<file path="src/mvne_pkg.sv">
`timescale 1ns / 1ps
// Shared constants, codes and types of the mesh vertex normal engine.
package mvne_pkg;

    localparam int SUM_W     = 62;
    localparam int FIT_W     = 24;
    localparam int MUL_W     = 25;
    localparam int PROD_W    = 2 * MUL_W;
    localparam int CROSS_W   = PROD_W + 1;
    localparam int SQ_W      = 48;
    localparam int ROOT_W    = SQ_W / 2;
    localparam int FRAC_W    = 14;
    localparam int NUM_W     = FIT_W + FRAC_W;
    localparam int NORM_W    = 16;
    localparam int IDX_W     = 10;
    localparam int POS_W     = 24;
    localparam int Q14_ONE   = 16384;
    localparam int FACE_MULS = 6;
    localparam int AXES      = 3;

    typedef enum logic [1:0] {
        OP_VERTEX = 2'd0,
        OP_FACE   = 2'd1,
        OP_QUERY  = 2'd2,
        OP_CLEAR  = 2'd3
    } t_opcode;

    typedef enum logic [3:0] {
        ST_CLEAR,
        ST_IDLE,
        ST_F_RDB,
        ST_F_DIFF,
        ST_F_MUL,
        ST_F_RD,
        ST_F_WR,
        ST_Q_CHK,
        ST_Q_FIT,
        ST_Q_SQ,
        ST_Q_SQRT,
        ST_Q_DIV,
        ST_Q_DONE
    } t_state;

    typedef struct packed {
        logic signed [NORM_W-1:0] nx;
        logic signed [NORM_W-1:0] ny;
        logic signed [NORM_W-1:0] nz;
        logic [IDX_W-1:0]         vert;
        logic                     nn;
    } t_result;

endpackage

</file>
<file path="src/mvne_div.sv">
`timescale 1ns / 1ps
// Restoring bit-serial divider, one quotient bit per cycle.
module mvne_div (
    input  logic                               i_clk,
    input  logic                               i_rst_n,
    input  logic                               i_start,
    input  logic [mvne_pkg::NUM_W-1:0]         i_num,
    input  logic [mvne_pkg::ROOT_W-1:0]        i_den,
    output logic                               o_done,
    output logic [mvne_pkg::NUM_W-1:0]         o_quot
);
    localparam int NW    = mvne_pkg::NUM_W;
    localparam int DW    = mvne_pkg::ROOT_W;
    localparam int CNT_W = $clog2(NW);

    logic             r_busy;
    logic             r_done;
    logic [CNT_W-1:0] r_cnt;
    logic [NW-1:0]    r_num;
    logic [NW-1:0]    r_q;
    logic [DW-1:0]    r_den;
    logic [DW-1:0]    r_rem;
    logic [DW:0]      wide;
    logic             take;

    assign wide   = {r_rem, r_num[NW-1]};
    assign take   = wide >= {1'b0, r_den};
    assign o_done = r_done;
    assign o_quot = r_q;

    always_ff @(posedge i_clk) begin
        if (!i_rst_n) begin
            r_busy <= 1'b0;
            r_done <= 1'b0;
            r_cnt  <= '0;
        end else begin
            r_done <= 1'b0;
            if (i_start) begin
                r_busy <= 1'b1;
                r_cnt  <= '0;
            end else if (r_busy) begin
                r_cnt <= r_cnt + CNT_W'(1);
                if (r_cnt == CNT_W'(NW - 1)) begin
                    r_busy <= 1'b0;
                    r_done <= 1'b1;
                end
            end
        end
    end

    always_ff @(posedge i_clk) begin
        if (i_start) begin
            r_num <= i_num;
            r_den <= i_den;
            r_rem <= '0;
            r_q   <= '0;
        end else if (r_busy) begin
            r_num <= {r_num[NW-2:0], 1'b0};
            r_rem <= take ? DW'(wide - {1'b0, r_den}) : wide[DW-1:0];
            r_q   <= {r_q[NW-2:0], take};
        end
    end
endmodule

</file>
<file path="config.mk">
export PLATFORM = sky130hd
export DESIGN_NAME = mvne_div
export DESIGN_NICKNAME = d
export VERILOG_FILES = /design/src/mvne_pkg.sv /design/src/mvne_div.sv
export SDC_FILE = /design/constraint.sdc
export NUM_CORES = 1
export LEC_CHECK = 0
export ABC_AREA = 1
export BUFFER_PORTS_ARGS = -buffer_cell sky130_fd_sc_hd__buf_2
export CAP_MARGIN = 40
export CORE_ASPECT_RATIO = 0.75
export CORE_MARGIN = 4
export CORE_UTILIZATION = 40
export CTS_CLUSTER_DIAMETER = 60
export DETAILED_ROUTE_END_ITERATION = 7
export PLACE_DENSITY = 0.63
export SLEW_MARGIN = 20
export SYNTH_ARGS = -nofsm -noshare
export SYNTH_HDL_FRONTEND = slang
export SYNTH_SLANG_ARGS = --single-unit
</file>
<file path="constraint.sdc">
create_clock -name i_clk -period 5.83 [get_ports i_clk]
set_clock_uncertainty 0.15 [all_clocks]
set_input_delay 1.166 -clock i_clk [delete_from_list [all_inputs] [get_ports i_clk]]
set_output_delay 1.166 -clock i_clk [all_outputs]
set_load 0.03 [all_outputs]
</file>
==> reports/qor.csv <==
stage,metric,value,unit
critical_path,r2r_slack,2.71,ns
power,peakVddDrop,0.153,mV
cts,cts_setup_buffers,0,
die,dieHeight,121,µm
finish,area_growth,19.5,%
routing,antenna_left,0,
synthesis,synth_top_area_share,27.4,%
critical_path,cp.buffers_inverters,2,
timing,worstMarginPinSlew,0.713,ns
critical_path,crit_start,r_den[16],
power,seqPwrFrac,45.2,%
critical_path,critPathLaunchType,register,
finish,fillCellCount,1596,
synthesis,synthArstFlopShare,0,%
cts,cts-resized-gates,0,
critical_path,cp_max_fo,25,
cts,clkLatencyLatePin,0.43,ns
die,start_util,41.6,%
critical_path,crit_path_end_kind,register,
synthesis,synthTopCellsByArea,"edfxtp_1 27%, dfxtp_1 21%, nand2_1 20%",
die,ios,104,
critical_path,critical-path-max-stage-delay,0.60,ns
power,p_clk_share,47.0,%
cts,ctsHoldBuffers,0,
critical_path,r2r-start,r_den[16],
critical_path,crit_family,simple AND/OR/NAND/NOR gates,
die,row_count,40,
cts,numCtsBuffers,17,
timing,fin_crit,3.12,ns
timing,rsz0062_at_grt,no,
worst_hold_path,worstHoldPathType,register to register,
run_status,status,"finished, final reports clean",
routing,vias,5873,
timing,fin_crit_sh,53.5,%
critical_path,worstPathRequired,6.00,ns
synthesis,synth_edf_count,62,
timing,drv_slew,0,
synthesis,ys_seq_area_share,48.0,%
global_routing,grt_pass1_vias,5551,
synthesis,synth_ff_type,dfxtp_1,
die,core,16400,µm²
global_routing,track_usage,17.8,%
timing,setup_tns,0,ns
routing,drt_iter0_drc,407,
power,internal_power,1660,µW
timing,max_freq,320,MHz
critical_path,crit_top_cell,nand2_1,
cts,htreeDepth,4,
cts,cts_buffer_depth,2,
synthesis,yosysUniqueCellTypes,35,
timing,relSlewSlack,52.4,%
synthesis,yosys.area.top_type,edfxtp_1,
critical_path,cp_slowest_cell,a21oi_4,
routing,dr.pass1.iters,6,
synthesis,synth_most_common_cell,nand2_1,
synthesis,netlist_area,6800,µm²
power,p_leak,0.00409,µW
power,p_sw,625,µW
critical_path,critical_path_arrival,3.29,ns
cts,cts_tree,done,
global_routing,grt_overflow_total,0,
global_routing,grt_max_degree,77,
cts,clk_pin_slew,0.07,ns
critical_path,cp_cell_sequence,inv_1 -> ha_1 -> a21oi_1 -> nand2_1 -> inv_1 -> nand2_1 -> a21oi_4 -> nand3_4 -> nand2_1 -> nand2_1 -> nand2_1 -> nand2_1,
timing,hold_violations,0,
routing,vias_per_cell,4.84,
cts,cts_root_buf,clkbuf_16,
routing,routed_wl,16.7,mm
finish,antenna_cells,0,
die,dieArea,19200,µm²
finish,nets,1082,
routing,routedWlPerCell,13.8,µm
finish,layout-drive-gt1-share,16.0,%
synthesis,syn-num-nets,983,
timing,setup_viol_count_final,0,
power,combPwrFrac,7.8,%
cts,cts_num_sinks,132,
power,sw_frac_of_total,27.3,%
synthesis,synth_warnings,0,
die,fp.dieW,159,µm
global_routing,antenna_found_initial,0,
critical_path,critPathKind,register to register,
timing,hold_ws,0.311,ns
synthesis,synth_top_cells_by_count,"359 x nand2_1, 138 x inv_1, 70 x dfxtp_1",
placed_design,gp_congestion,0.906,
flow_run,maxCapViolations,0,
global_routing,grt_pass1_wl,27.3,mm
placed_design,dp_hpwl,11.9,mm
worst_hold_path,min_from,o_quot[37],
synthesis,synth_cells,891,
synthesis,synth_area_per_cell,7.64,µm²
power,cellPowerDensity,281,nW/µm²
placed_design,port_buffers,103,
routing,drc,0,
synthesis,synth_seq_cells,132,
## path summary, 6_finish.rpt
kind	to	cells after the start
worst max register to register	r_rem[23]	12
worst min register to register	o_quot[37]	2
worst max-delay path	r_rem[23]	12
worst min-delay path	o_quot[37]	2
## metrics by stage
stage	worst slack [ns]	instances	utilization, %	total power [µW]	cell area (µm²)
after floorplan	2.46	891	-	1170	6800
after global placement	2.40	1179	45.7	1230	7480
after detailed placement	2.34	1180	45.8	1230	7500
after CTS	2.69	1212	49.5	2310	8110
after global routing	2.41	1213	49.7	2380	8130
final	2.71	1213	49.7	2290	8130
## layer usage
metal	global-route usage (%)	vias to the layer above	part of all wire, %
li1	-	3049	-
met1	26.1	2650	51
met2	24.0	156	40
met3	6.42	18	7.2
met4	5.81	0	1.5
met5	0	-	0
## registers in the layout (all words and copies together) (netlist names)
signal  flops
o_quot     38
o_done      1
r_den      24
r_cnt       6
r_rem      24
r_busy      1
r_num      38
## power groups by stage
stage | clock network, µW | logic (µW) | registers [µW]
floorplan | 0 | 118 | 1050
global placement | 0 | 174 | 1050
detailed placement | 0 | 175 | 1050
CTS | 1100 | 176 | 1030
global route | 1140 | 204 | 1040
finish | 1080 | 178 | 1030
## tightest hold or removal path, stage by stage (launching register included)
cell	delay (ns)
dfxtp_1	0.33
nand2_1	0.05
o21ai_0	0.05
## placed cells by master, fill, tap and decap left out, drive strengths merged
| master | n |
|---|---|
| nor3b | 3 |
| edfxtp | 62 |
| and2 | 1 |
| o21bai | 5 |
| o22ai | 36 |
| dfxtp | 70 |
| nand2 | 360 |
| o211ai | 1 |
| a21oi | 20 |
| o21ai | 6 |
| nand3 | 40 |
| ha | 26 |
| nand3b | 2 |
| xnor2 | 2 |
| a211oi | 1 |
| xor2 | 7 |
| nor3 | 7 |
| or2 | 1 |
| buf | 109 |
| fa | 1 |
| nor4 | 2 |
| clkinv | 6 |
| nor2 | 39 |
| clkinvlp | 1 |
| inv | 150 |
| clkbuf | 17 |
| nand4 | 28 |
## cells by family after synthesis
group           synth area share [%]
xor+xnor                        1.16
flops                           48.0
fa+ha+maj                       5.08
compound gates                  6.16
buf+inv                         9.82
simple gates                    29.8
## layout make-up
cell class                 instances  area (µm²)  area share, %
sequential                       132        3260           40.1
multi-input combinational        588        2880           35.4
timing repair buffer             109         588           7.23
inverter                         142         533           6.55
clock buffer                      17         425           5.23
tap                              210         263           3.23
clock inverter                    15         183           2.25
(Power assumes the default switching activity.)
