<file path="src/mvne_pkg.sv">
`timescale 1ns / 1ps
// Shared constants, codes and types of the mesh vertex normal engine.
package mvne_pkg;

    localparam int SUM_W     = 62;
    localparam int FIT_W     = 24;
    localparam int MUL_W     = 25;
    localparam int PROD_W    = 2 * MUL_W;
    localparam int CROSS_W   = PROD_W + 1;
    localparam int SQ_W      = 48;
    localparam int ROOT_W    = SQ_W / 2;
    localparam int FRAC_W    = 14;
    localparam int NUM_W     = FIT_W + FRAC_W;
    localparam int NORM_W    = 16;
    localparam int IDX_W     = 10;
    localparam int POS_W     = 24;
    localparam int Q14_ONE   = 16384;
    localparam int FACE_MULS = 6;
    localparam int AXES      = 3;

    typedef enum logic [1:0] {
        OP_VERTEX = 2'd0,
        OP_FACE   = 2'd1,
        OP_QUERY  = 2'd2,
        OP_CLEAR  = 2'd3
    } t_opcode;

    typedef enum logic [3:0] {
        ST_CLEAR,
        ST_IDLE,
        ST_F_RDB,
        ST_F_DIFF,
        ST_F_MUL,
        ST_F_RD,
        ST_F_WR,
        ST_Q_CHK,
        ST_Q_FIT,
        ST_Q_SQ,
        ST_Q_SQRT,
        ST_Q_DIV,
        ST_Q_DONE
    } t_state;

    typedef struct packed {
        logic signed [NORM_W-1:0] nx;
        logic signed [NORM_W-1:0] ny;
        logic signed [NORM_W-1:0] nz;
        logic [IDX_W-1:0]         vert;
        logic                     nn;
    } t_result;

endpackage

</file>
<file path="src/mvne_mul.sv">
`timescale 1ns / 1ps
// Bit-serial signed multiplier, one multiplier bit per cycle.
module mvne_mul (
    input  logic                                i_clk,
    input  logic                                i_rst_n,
    input  logic                                i_start,
    input  logic signed [mvne_pkg::MUL_W-1:0]   i_a,
    input  logic signed [mvne_pkg::MUL_W-1:0]   i_b,
    output logic                                o_done,
    output logic signed [mvne_pkg::PROD_W-1:0]  o_prod
);
    localparam int MW    = mvne_pkg::MUL_W;
    localparam int CNT_W = $clog2(MW);

    logic             r_busy;
    logic             r_done;
    logic [CNT_W-1:0] r_cnt;
    logic [MW-1:0]    r_a;
    logic [MW:0]      r_hi;
    logic [MW-1:0]    r_lo;
    logic             r_neg;
    logic [MW:0]      sum;
    logic [mvne_pkg::PROD_W-1:0] mag;

    assign sum    = r_hi + (r_lo[0] ? {1'b0, r_a} : '0);
    assign mag    = {r_hi[MW-1:0], r_lo};
    assign o_done = r_done;
    assign o_prod = r_neg ? -$signed(mag) : $signed(mag);

    always_ff @(posedge i_clk) begin
        if (!i_rst_n) begin
            r_busy <= 1'b0;
            r_done <= 1'b0;
            r_cnt  <= '0;
        end else begin
            r_done <= 1'b0;
            if (i_start) begin
                r_busy <= 1'b1;
                r_cnt  <= '0;
            end else if (r_busy) begin
                r_cnt <= r_cnt + CNT_W'(1);
                if (r_cnt == CNT_W'(MW - 1)) begin
                    r_busy <= 1'b0;
                    r_done <= 1'b1;
                end
            end
        end
    end

    always_ff @(posedge i_clk) begin
        if (i_start) begin
            r_a   <= i_a[MW-1] ? -i_a : i_a;
            r_lo  <= i_b[MW-1] ? -i_b : i_b;
            r_hi  <= '0;
            r_neg <= i_a[MW-1] ^ i_b[MW-1];
        end else if (r_busy) begin
            r_hi <= {1'b0, sum[MW:1]};
            r_lo <= {sum[0], r_lo[MW-1:1]};
        end
    end
endmodule

</file>
<file path="config.mk">
export PLATFORM = sky130hd
export DESIGN_NAME = mvne_mul
export DESIGN_NICKNAME = d
export VERILOG_FILES = /design/src/mvne_pkg.sv /design/src/mvne_mul.sv
export SDC_FILE = /design/constraint.sdc
export NUM_CORES = 1
export LEC_CHECK = 0
export BUFFER_PORTS_ARGS = -buffer_cell sky130_fd_sc_hd__buf_2
export CAP_MARGIN = 20
export CORE_ASPECT_RATIO = 1.5
export CORE_MARGIN = 2
export CORE_UTILIZATION = 55
export CTS_CLUSTER_SIZE = 14
export DETAILED_ROUTE_END_ITERATION = 10
export PLACE_DENSITY = 0.78
export SETUP_SLACK_MARGIN = 0.05
export SLEW_MARGIN = 20
export SYNTH_ARGS = -nofsm -noshare
export SYNTH_HDL_FRONTEND = slang
export SYNTH_SLANG_ARGS = --single-unit
</file>
<file path="constraint.sdc">
create_clock -name i_clk -period 5.2 [get_ports i_clk]
set_input_delay 0.78 -clock i_clk [delete_from_list [all_inputs] [get_ports i_clk]]
set_output_delay 0.78 -clock i_clk [all_outputs]
set_load 0.02 [all_outputs]
</file>
==> out/metrics.csv <==
metric;value;unit
Syn Std Cell Area;6330;um2
First-pass DRT Iterations;5;
Mapped Nets;790;
Levels on crit path;8;
setup skew after layout;0.00793;ns
Post-route DRC;0;
Place WS;1.22;ns
GR Util All Layers;24.4;%
worst setup path startpoint;r_lo[9];
Most used DFF post-synth;edfxtp_1;
CTS Buf Count;9;
CP delay by family, top;simple AND/OR/NAND/NOR gates;
maxcap violations;0;
xor and xnor area share after synthesis;15.8;%
Reg power frac;39.3;%
CTS tree;yes;
cts repair resizes;0;
Clk Latency, worst-skew pair;0.35;ns
die width;91.6;um
Compound-Gate Fraction of Synth Area;18.9;%
DRT antenna net count;0;
Post-synth EDFFs;51;
share of layout cells above drive strength 1;17.6;%
critical path, cell by cell;or4_1 > nor4_1 > nand3_1 > nor2_1 > nand2_1 > o31ai_1 > xnor2_1 > buf_2;
worst vdd rail ir drop;0.000152;V
pwr dens;297;nW/um2
CP bufs+invs;1;
routed vias;5581;
Final Setup Violations;0;
Post-Synth Adder-Cell Area;6.25;%
Longest Clk Path Bufs;2;
setup TNS;0;ns
Tcrit/Tclk final;84.3;%
simple-gate portion of the synthesized area;18.1;%
Root Buffer Master;clkbuf_16;
global-route wire length before repair;24400;um
n_diodes;0;
Required @ worst endpoint;4.42;ns
wire per inst;16.1;um
Cells after Synth;706;
WL final;15300;um
worst reg2reg endpoint;r_hi[21];
io pins;104;
placed insts;936;
leak pwr;2.86;nW
starting density of the core;55.7;%
most common cell after layout, fill and taps aside;buf_2;
met1 Resource Use GR;27.2;%
largest area contributor in the netlist;edfxtp_1;
worst min path class;reg2reg;
CORE AREA;11400;um2
Top Usage Layer GRT;met2;
Tmin final;4.38;ns
Rows;48;
Slowest-stage cell, CP;or4_1;
CTS H-tree depth;3;
R2R setup slack;1.57;ns
die area;12400;um2
Initial DRC Count;264;
initial antenna violation count;0;
crit path kind;reg2out;
max-slew violations;0;
combinational fraction of design power;31.6;%
Final Hold Vio Count;0;
Clk network pwr share;29.1;%
GP Congestion;0.892;
fmax;228;MHz
GR Util met2;45.0;%
WP data arrival;3.60;ns
clock-pin slew on the worst setup and hold paths;0.06;ns
Synthesis Warnings;0;
Worst-Margin Slew;1.13;ns
Synth cell types;53;
status;completed;
Cell Int Power;0.00142;W
CP max stage delay;0.58;ns
sequential fraction of the synthesis area;34.3;%
NetSw;0.000727;W
fin nets;881;
Sink Count;83;
Switching Share;33.9;%
most frequent cells in the layout;buf_2, xnor2_1, nand2_1;
largest net degree at the start of global routing;89;
post-DR vias/cell;5.86;
Final HPWL DP;11500;um
main combinational cell family by area after synthesis;compound AO/OA/AOI/OAI gates;
hold_buf cts;0;
synthesized area per cell;8.96;um2
reg2reg start;r_lo[0];
Setup crit end;o_prod[35];
Critical Path End Type;primary output;
Synth async-reset ratio;0;%
Buffers on Ports;103;
#FFs+latches synth;83;
GR Util met3;4.06;%
RSZ-0062 raised after global routing;false;
area growth from synthesis to layout;14.4;%
mux contribution to synthesized area;3.66;%
Setup WS post-layout;0.819;ns
share of the synthesized area in the top cell type;24.2;%
r2r worst-path depth;11;
Max FO, Critical Path;9;
post-CTS setup buffer count;0;
vias in the first global route;5326;
non-filler instance count after layout;952;
Filler Cell Count;944;
max_slew headroom;23.7;%
Overflow after GRT;0;
Critical Path Source Type;flop;
die height;135;um
dominant cells by area after synthesis;edfxtp_1, xnor2_1, dfxtp_1, ha_1, xor2_1;
==> through the flow <==
| stage | instance area [um2] | utilization [%] | hold slack, ns | power, W |
|---|---|---|---|---|
| final | 7240 | 63.8 | 0.536 | 0.00215 |
| after global routing | 7240 | 63.8 | 0.545 | 0.00225 |
| after CTS | 7240 | 63.8 | 0.534 | 0.00215 |
| after detailed placement | 6950 | 61.2 | 0.525 | 0.00153 |
| after global placement | 6950 | 61.2 | 0.500 | 0.00150 |
| after floorplan | 6330 | - | 0.476 | 0.00132 |
==> power groups by stage <==
stage | Combinational, W | Clock, W | Sequential (W)
2_1_floorplan | 0.000486 | 0 | 0.000833
3_3_place_gp | 0.000653 | 0 | 0.000852
3_5_place_dp | 0.000672 | 0 | 0.000857
4_1_cts | 0.000676 | 0.000631 | 0.000842
5_1_grt | 0.000738 | 0.000654 | 0.000854
6_report | 0.000678 | 0.000625 | 0.000845
==> logic make-up after synthesis <==
kind of cell,after synthesis
simple gates,221
compound gates,186
xor+xnor,114
flops,83
buf+inv,49
fa+ha+maj,31
mux,22
==> synthesized netlist by cell type (3+ instances only) <==
| cell | number |
|---|---|
| xnor2_1 | 80 |
| nand2_1 | 65 |
| o21ai_0 | 57 |
| edfxtp_1 | 51 |
| nor2_1 | 50 |
| a21oi_1 | 41 |
| xor2_1 | 34 |
| dfxtp_1 | 32 |
| ha_1 | 30 |
| o31ai_1 | 30 |
| and2_1 | 26 |
| clkbuf_1 | 23 |
| inv_1 | 23 |
| mux2i_1 | 13 |
| or4_1 | 12 |
| a21o_1 | 11 |
| nor3_1 | 11 |
| o41ai_1 | 11 |
| nand3_1 | 10 |
| mux2_2 | 9 |
| nand2b_1 | 9 |
| or3_1 | 7 |
| or4_4 | 7 |
| a211oi_1 | 6 |
| nand4_1 | 6 |
| o22ai_1 | 6 |
| a31oi_1 | 4 |
| a311oi_1 | 3 |
| nor2b_1 | 3 |
| nor4_1 | 3 |
| o21a_1 | 3 |
==> tightest hold or removal path, stage by stage, from the launching register on <==
cell and delay, ns:
dfxtp_1 0.36, nand2_1 0.07, o21ai_0 0.06
==> area by class of cell <==
cell class | instances | area (um2) | share of cell area (%)
clock inverter | 4 | 51.3 | 0.709
sequential | 83 | 2170 | 30.0
tap | 150 | 188 | 2.59
clock buffer | 12 | 236 | 3.27
inverter | 23 | 86.3 | 1.19
multi-input combinational | 574 | 3970 | 54.8
timing repair buffer | 106 | 538 | 7.43
==> flip-flops by register name, summed over array words and instances (netlist names) <==
name and count:
r_hi 25, r_lo 25, o_done 1, r_neg 1
r_a 25, r_busy 1, r_cnt 5
==> per-layer routing <==
metal / vias up / share of wire [%]
li1: 2764 / -
met1: 2584 / 40
met2: 202 / 52
met3: 31 / 5.1
met4: 0 / 2.6
met5: - / 0
==> worst min path at each step <==
stage                     startpoint       end  slack [ns]  depth (start not counted)
after CTS                   r_hi[14]  r_hi[14]        0.53                          2
after detailed placement     r_hi[7]   r_hi[7]        0.52                          2
after global placement      r_cnt[4]  r_cnt[4]        0.50                          2
after floorplan             r_hi[22]  r_hi[22]        0.48                          2
after global routing        r_hi[22]  r_hi[22]        0.55                          2
final                       r_hi[14]  r_hi[14]        0.54                          2
(Power assumes the default switching activity.)
