File: config.mk
export PLATFORM = sky130hd
export DESIGN_NAME = mvne_sqrt
export DESIGN_NICKNAME = d
export VERILOG_FILES = /design/src/mvne_pkg.sv /design/src/mvne_sqrt.sv
export SDC_FILE = /design/constraint.sdc
export NUM_CORES = 1
export LEC_CHECK = 0
export BUFFER_PORTS_ARGS = -buffer_cell sky130_fd_sc_hd__buf_2
export CELL_PAD_IN_SITES_DETAIL_PLACEMENT = 0
export CELL_PAD_IN_SITES_GLOBAL_PLACEMENT = 1
export CORE_MARGIN = 8
export CORE_UTILIZATION = 45
export CTS_CLUSTER_SIZE = 14
export DETAILED_ROUTE_END_ITERATION = 8
export PLACE_DENSITY_LB_ADDON = 0.1
export SYNTH_ARGS = -nofsm -noshare
export SYNTH_HDL_FRONTEND = slang
export SYNTH_SLANG_ARGS = --single-unit
File: constraint.sdc
create_clock -name i_clk -period 3.6 [get_ports i_clk]
set_input_delay 0.36 -clock i_clk [delete_from_list [all_inputs] [get_ports i_clk]]
set_output_delay 0.36 -clock i_clk [all_outputs]
set_load 0.05 [all_outputs]
File: src/mvne_pkg.sv
`timescale 1ns / 1ps
// Shared constants, codes and types of the mesh vertex normal engine.
package mvne_pkg;

    localparam int SUM_W     = 62;
    localparam int FIT_W     = 24;
    localparam int MUL_W     = 25;
    localparam int PROD_W    = 2 * MUL_W;
    localparam int CROSS_W   = PROD_W + 1;
    localparam int SQ_W      = 48;
    localparam int ROOT_W    = SQ_W / 2;
    localparam int FRAC_W    = 14;
    localparam int NUM_W     = FIT_W + FRAC_W;
    localparam int NORM_W    = 16;
    localparam int IDX_W     = 10;
    localparam int POS_W     = 24;
    localparam int Q14_ONE   = 16384;
    localparam int FACE_MULS = 6;
    localparam int AXES      = 3;

    typedef enum logic [1:0] {
        OP_VERTEX = 2'd0,
        OP_FACE   = 2'd1,
        OP_QUERY  = 2'd2,
        OP_CLEAR  = 2'd3
    } t_opcode;

    typedef enum logic [3:0] {
        ST_CLEAR,
        ST_IDLE,
        ST_F_RDB,
        ST_F_DIFF,
        ST_F_MUL,
        ST_F_RD,
        ST_F_WR,
        ST_Q_CHK,
        ST_Q_FIT,
        ST_Q_SQ,
        ST_Q_SQRT,
        ST_Q_DIV,
        ST_Q_DONE
    } t_state;

    typedef struct packed {
        logic signed [NORM_W-1:0] nx;
        logic signed [NORM_W-1:0] ny;
        logic signed [NORM_W-1:0] nz;
        logic [IDX_W-1:0]         vert;
        logic                     nn;
    } t_result;

endpackage

File: src/mvne_sqrt.sv
`timescale 1ns / 1ps
// Digit-serial integer square root, one root bit per cycle.
module mvne_sqrt (
    input  logic                               i_clk,
    input  logic                               i_rst_n,
    input  logic                               i_start,
    input  logic [mvne_pkg::SQ_W-1:0]          i_n,
    output logic                               o_done,
    output logic [mvne_pkg::ROOT_W-1:0]        o_root
);
    localparam int NW    = mvne_pkg::SQ_W;
    localparam int RW    = mvne_pkg::ROOT_W;
    localparam int CNT_W = $clog2(RW);

    logic             r_busy;
    logic             r_done;
    logic [CNT_W-1:0] r_cnt;
    logic [NW-1:0]    r_n;
    logic [RW+1:0]    r_rem;
    logic [RW-1:0]    r_root;
    logic [RW+3:0]    wide;
    logic [RW+3:0]    trial;
    logic             take;

    assign wide   = {r_rem, r_n[NW-1:NW-2]};
    assign trial  = {2'b00, r_root, 2'b01};
    assign take   = wide >= trial;
    assign o_done = r_done;
    assign o_root = r_root;

    always_ff @(posedge i_clk) begin
        if (!i_rst_n) begin
            r_busy <= 1'b0;
            r_done <= 1'b0;
            r_cnt  <= '0;
        end else begin
            r_done <= 1'b0;
            if (i_start) begin
                r_busy <= 1'b1;
                r_cnt  <= '0;
            end else if (r_busy) begin
                r_cnt <= r_cnt + CNT_W'(1);
                if (r_cnt == CNT_W'(RW - 1)) begin
                    r_busy <= 1'b0;
                    r_done <= 1'b1;
                end
            end
        end
    end

    always_ff @(posedge i_clk) begin
        if (i_start) begin
            r_n    <= i_n;
            r_rem  <= '0;
            r_root <= '0;
        end else if (r_busy) begin
            r_n    <= {r_n[NW-3:0], 2'b00};
            r_rem  <= take ? (RW+2)'(wide - trial) : wide[RW+1:0];
            r_root <= {r_root[RW-2:0], take};
        end
    end
endmodule

==> results.yml, run 1 <==
run_status:
  status: "complete, no violations"
clock_tree:
  cts_sinks: 105
  hold_buffers: 0
  ctsResizeCount: 0
  post_cts_buffers: 0
  cts-root-buf: "clkbuf_16"
  h-tree-depth: 3
  cts_buffers: 9
  clkTransAtPathRegs_ns: 0.07
  clkLatencyLatePin_ns: 0.36
  cts_tree: "yes"
  clk_path_buf_depth: 2
yosys:
  async_flop_share: 0
  ys.flop_type: "dfxtp_1"
  synth_warnings: 0
  ys_seq_area_frac: 0.456
  synth_area_leaders: "edfxtp_1, dfxtp_1, mux2_2"
  synth_seq_cells: 105
  avgSynthCellArea_sq_um: 10.3
  synth_cells: 552
  synth_top_area_frac: 0.255
  synth_commonest_cells: "nor2_1, dfxtp_1, nand2_1, edfxtp_1, mux2_2"
  synth_edf_count: 48
  syn_nets: 630
  synth_most_common_cell: "nor2_1"
  synthesis.area_sq_mm: 0.00566
  synth_top_area_cell: "edfxtp_1"
  synthDistinctLibCells: 59
sta:
  hold_viol: 0
  finalCritPeriodShare: 0.807
  skew_ns: 0.00918
  fmax_ghz: 0.344
  tns_ns: 0
  slew_violations: 0
  period_needed_ns: 2.91
  worst_pin_slew_ns: 1.07
  rsz0062_at_grt: "false"
  max-slew-margin-rel: 0.284
  setup_violations: 0
drt:
  wirelength_mm: 11.7
  via_per_inst: 5.23
  avgRoutedWirePerCell_microns: 14.8
  drt_pass1_iterations: 4
  drcViolationCount: 0
  vias: 4140
  final_antenna_net_count: 0
  drt_iter0_markers: 212
setup_path:
  critPathKind: "reg -> reg"
  required_ns: 3.86
  endpoint_kind: "register"
  crit_path_max_fanout: 26
  startpoint_type: "register"
  cp.arrival_ns: 3.16
global_route:
  grt_pass1_vias: 4280
  grt_overflow: 0
  grt_max_degree: 97
  grt_use_total: 0.153
  grt_pass1_wl_mm: 20.1
  grt_antenna_before_repair: 2
placed_design:
  place_inst: 776
  globalplace.congestion: 0.807
  hpwl_mm: 8.23
  io_buffers: 75
  placed_cell_area_sq_mm: 0.00614
floorplanning:
  die_y_microns: 128
  die_x_microns: 128
  coreArea_sq_mm: 0.0125
  rows: 41
  initial_core_util: 0.454
  top_level_ports: 76
  die_area_sq_mm: 0.0164
final_layout:
  multiInputGateArea_sq_mm: 0.00282
  area_growth_pct: 14.1
  nNetsFinal: 693
  insertedDiodeCount: 0
  regArea_sq_mm: 0.00258
  final_cells: 792
  drive_above_1_share: 0.245
  post-route-cell-area_sq_mm: 0.00646
  fillers: 1193
flow_run:
  maxCapViolCount: 0
pwr:
  swShare: 0.351
  p_per_area_mw_per_mm2: 614
  p_leak_nw: 2.65
  irDropWorstVdd_mv: 0.335
  clkPwrFrac: 0.264
  p_int_w: 0.00258
  switchingPower_w: 0.00139
  pwr-share-seq: 0.366
  p_comb_frac: 0.370
hold_path:
  min_path_type: "in -> reg"
-- placed cells by master (no fill, tap or decap), types with 2 or more instances in the layout --
cell type / netlist / layout
inv_1: 33 / 33
ha_1: 27 / 27
and3_1: 7 / 7
a21o_1: 13 / 13
xor2_1: 11 / 11
nor3_1: 8 / 8
nand2b_1: 2 / 2
o31ai_1: 4 / 4
a211oi_1: 8 / 8
nand2_1: 52 / 51
a41oi_1: 2 / 2
o21bai_1: 3 / 3
clkbuf_16: 0 / 9
nand3_1: 3 / 3
a31oi_1: 2 / 2
o21ai_0: 12 / 12
buf_4: 0 / 4
inv_8: 0 / 2
a21oi_1: 22 / 22
nor2_1: 61 / 61
mux2_2: 46 / 46
dfxtp_1: 57 / 56
nand4_1: 9 / 9
a311oi_1: 16 / 16
buf_2: 2 / 74
xnor2_1: 16 / 16
o21ai_1: 4 / 4
edfxtp_1: 48 / 48
inv_6: 0 / 2
nor2b_1: 4 / 4
mux2i_1: 24 / 24
and2_1: 4 / 4
-- kinds of logic (layout without fill, tap and decap cells) --
group                    after synthesis  in the layout  synth area share
AO/OA/AOI/OAI                        105            105             0.137
XOR/XNOR                              27             27            0.0418
adder cells (fa/ha/maj)               27             27            0.0597
buffers and inverters                 60            128            0.0468
flip-flops                           105            105             0.456
multiplexers                          70             70             0.134
AND/OR/NAND/NOR                      158            158             0.125
-- power by group through the flow --
stage	Sequential (W)	Clock [W]	Combinational, W
6_report	0.00145	0.00105	0.00147
2_1_floorplan	0.00147	0	0.00125
3_3_place_gp	0.00148	0	0.00147
4_1_cts	0.00145	0.00108	0.00149
3_5_place_dp	0.00148	0	0.00147
5_1_grt	0.00147	0.00112	0.00165
-- worst max-delay path, stage by stage (launching register included) --
cell and delay, ns:
dfxtp_1 0.38, inv_1 0.06, ha_1 0.34, nor2b_1 0.16
o31ai_1 0.38, a211oi_1 0.17, or2_4 0.30, a211o_4 0.36
nand2_4 0.27, a311oi_1 0.14, and3_1 0.23
-- area by class of cell --
class | instances | area share
well taps | 172 | 0.0333
clock buffers | 10 | 0.0370
repair buffers | 78 | 0.0620
flip-flops and latches | 105 | 0.400
clock inverters | 6 | 0.0122
inverters | 34 | 0.0197
multi-input cells | 387 | 0.436
-- worst paths after layout --
| kind | startpoint | end | slack (ns) | cells after the start |
|---|---|---|---|---|
| setup / recovery | o_root[0]$_SDFFE_PP0P_ | r_rem[25]$_SDFFE_PP0P_ | 0.69 | 10 |
| hold / removal | i_rst_n | r_busy$_SDFF_PN0_ | 0.23 | 2 |
| setup reg to reg | o_root[0]$_SDFFE_PP0P_ | r_rem[25]$_SDFFE_PP0P_ | 0.69 | 10 |
| hold reg to reg | r_rem[24]$_SDFFE_PP0P_ | r_rem[24]$_SDFFE_PP0P_ | 0.49 | 2 |
-- state kept, by name, summed over array words and instances, names as in the netlist --
| name | count |
|---|---|
| r_rem | 26 |
| r_busy | 1 |
| o_done | 1 |
| r_cnt | 5 |
| o_root | 24 |
| r_n | 48 |
-- per-layer routing --
layer  wire [microns]  track usage  part of all wire  vias up
li1                 -            -                 -     2117
met1             5270        0.178              0.45     1931
met2             5470        0.243              0.47       74
met3              777       0.0603             0.066       14
met4              161       0.0671             0.014        4
met5               16            0            0.0014        -
-- stage by stage --
step	hold WS, ns	power [W]	setup WS, ns	utilization
final	0.232	0.00397	0.693	0.518
after global routing	0.255	0.00424	0.489	0.518
after CTS	0.226	0.00402	0.685	0.518
after detailed placement	0.482	0.00295	0.681	0.493
after global placement	0.475	0.00295	0.797	0.493
after floorplan	0.464	0.00271	0.623	-
No activity file was read; power rests on OpenSTA's default activity.
==> run 2, diff against run 1 <==
Clock period 3.6 ns to 3 ns, I/O delays scaled along.
==> run 2 against run 1 <==
Net effect: final cell count is 0.63% higher; utilization is 0.32 points higher; fmax is 3.0% higher; critical path type unchanged; largest power group unchanged; highest routed layer unchanged.
==> results.yml, run 2 (same netlist as run 1, synthesis figures left out) <==
clock_tree:
  cts_buffers: 9
  cts-root-buf: "clkbuf_16"
  cts_sinks: 105
  cts_tree: "yes"
  clk_path_buf_depth: 2
  clkTransAtPathRegs_ns: 0.07
  post_cts_buffers: 0
  clkLatencyLatePin_ns: 0.35
  h-tree-depth: 3
final_layout:
  nNetsFinal: 698
  drive_above_1_share: 0.253
  top_register: "r_n"
  layout_commonest_cell: "buf_2"
  mostFrequentLayoutCells: "buf_2, nor2_1, dfxtp_1"
  post-route-cell-area_sq_mm: 0.00650
  area_growth_pct: 14.8
  largest_register_ffs: 48
  insertedDiodeCount: 0
  fillers: 1179
global_route:
  grt_pass1_vias: 4335
  grt_overflow: 0
  grt_use_total: 0.158
  grt_pass1_wl_mm: 21.0
  grt_max_degree: 97
  grt_antenna_before_repair: 1
sta:
  holdWs_ns: 0.188
  finalCritPeriodShare: 0.941
  period_needed_ns: 2.82
  fmax_ghz: 0.354
  setup_slack_ns: 0.178
  hold_viol: 0
  rsz0062_at_grt: "false"
  slew_violations: 0
  worst_pin_slew_ns: 1.08
  max-slew-margin-rel: 0.280
  tns_ns: 0
  skew_ns: 0.00721
  setup_violations: 0
setup_path:
  endpoint_kind: "register"
  critPathSlowestCell: "a211o_4"
  worst-path-stages: 10
  required_ns: 3.18
  r2r-start: "o_root[3]$_SDFFE_PP0P_"
  endpoint: "r_rem[20]$_SDFFE_PP0P_"
  ff2ff_setup_slack_ns: 0.18
  crit_start: "o_root[3]$_SDFFE_PP0P_"
  critPathBufInv: 1
  crit_path_max_fanout: 23
  startpoint_type: "register"
  reg2reg_to: "r_rem[20]$_SDFFE_PP0P_"
  cp.arrival_ns: 3.01
  worst_path_dominant_cell_family: "compound AO/OA/AOI/OAI gates"
  reg2regPathDepth: 10
  critPathKind: "reg -> reg"
  cp_cell_sequence: "inv_1 > ha_1 > a21o_1 > a211oi_2 > a211oi_1 > or2_4 > a211o_4 > and2_4 > o311ai_0 > a311oi_1"
  critPathMaxStageDelay_ns: 0.38
pwr:
  p_comb_frac: 0.385
  switchingPower_w: 0.00170
  p_per_area_mw_per_mm2: 737
  pwr-share-seq: 0.363
  irDropWorstVdd_mv: 0.471
  p_leak_nw: 2.67
  power.total_w: 0.00480
  p_int_w: 0.00309
  swShare: 0.355
  clkPwrFrac: 0.252
drt:
  drt_pass1_iterations: 4
  avgRoutedWirePerCell_microns: 15.5
  drcViolationCount: 0
  wirelength_mm: 12.3
  drt_iter0_markers: 226
  via_per_inst: 5.26
  final_antenna_net_count: 0
  vias: 4196
floorplanning:
  rows: 41
  die_area_sq_mm: 0.0164
  die_y_microns: 128
  initial_core_util: 0.454
  die_x_microns: 128
  coreArea_sq_mm: 0.0125
  top_level_ports: 76
placed_design:
  hpwl_mm: 8.55
  io_buffers: 75
  pre_cts_slack_ns: 0.0755
  placed_cell_area_sq_mm: 0.00618
  globalplace.congestion: 0.811
hold_path:
  min_path_type: "in -> reg"
  min_from: "i_rst_n"
  holdPathStages: 2
flow_run:
  maxCapViolCount: 0
run_status:
  status: "complete, no violations"
run 2: changes by cell type in the layout (fill, tap and decap cells not counted), sizes merged:
cell,change
buf,+5
clkinvlp,+1
inv,-1
run 2: per-layer routing:
metal / track usage / up-vias / routed length (microns)
li1: - / 2117 / -
met1: 0.192 / 1978 / 5680
met2: 0.249 / 79 / 5670
met3: 0.0591 / 20 / 752
met4: 0.0601 / 2 / 221
met5: 0 / - / 13
run 2: area by class of cell:
| cell class | count | area (sq um) | share of cell area |
|---|---|---|---|
| Timing Repair Buffer | 83 | 438 | 0.0673 |
| Tap cell | 172 | 215 | 0.0331 |
| Clock buffer | 10 | 229 | 0.0352 |
| Inverter | 34 | 128 | 0.0196 |
| Multi-Input combinational cell | 387 | 2840 | 0.436 |
| Sequential cell | 105 | 2580 | 0.397 |
| Clock inverter | 6 | 72.6 | 0.0112 |
run 2: metrics by stage:
| stage | instances | util |
|---|---|---|
| after floorplan | 552 | - |
| after global placement | 781 | 0.496 |
| after detailed placement | 781 | 0.496 |
| after CTS | 797 | 0.520 |
| after global routing | 797 | 0.522 |
| final | 797 | 0.522 |
run 2: worst min-delay path by stage:
| stage | to |
|---|---|
| after floorplan | r_busy$_SDFF_PN0_ |
| after global placement | r_rem[24]$_SDFFE_PP0P_ |
| after detailed placement | r_rem[20]$_SDFFE_PP0P_ |
| after CTS | r_busy$_SDFF_PN0_ |
| after global routing | r_busy$_SDFF_PN0_ |
| final | r_busy$_SDFF_PN0_ |
run 2: power groups by stage:
stage	clock network [W]	logic (W)	registers (W)
floorplan	0	0.00150	0.00176
global placement	0	0.00180	0.00177
detailed placement	0	0.00182	0.00177
CTS	0.00126	0.00183	0.00174
global route	0.00131	0.00206	0.00176
finish	0.00121	0.00184	0.00174
run 2: repair_timing:
item	CTS	global route
setup endpoints to repair	0	24
hold buffers	0	0
resized for setup	0	3
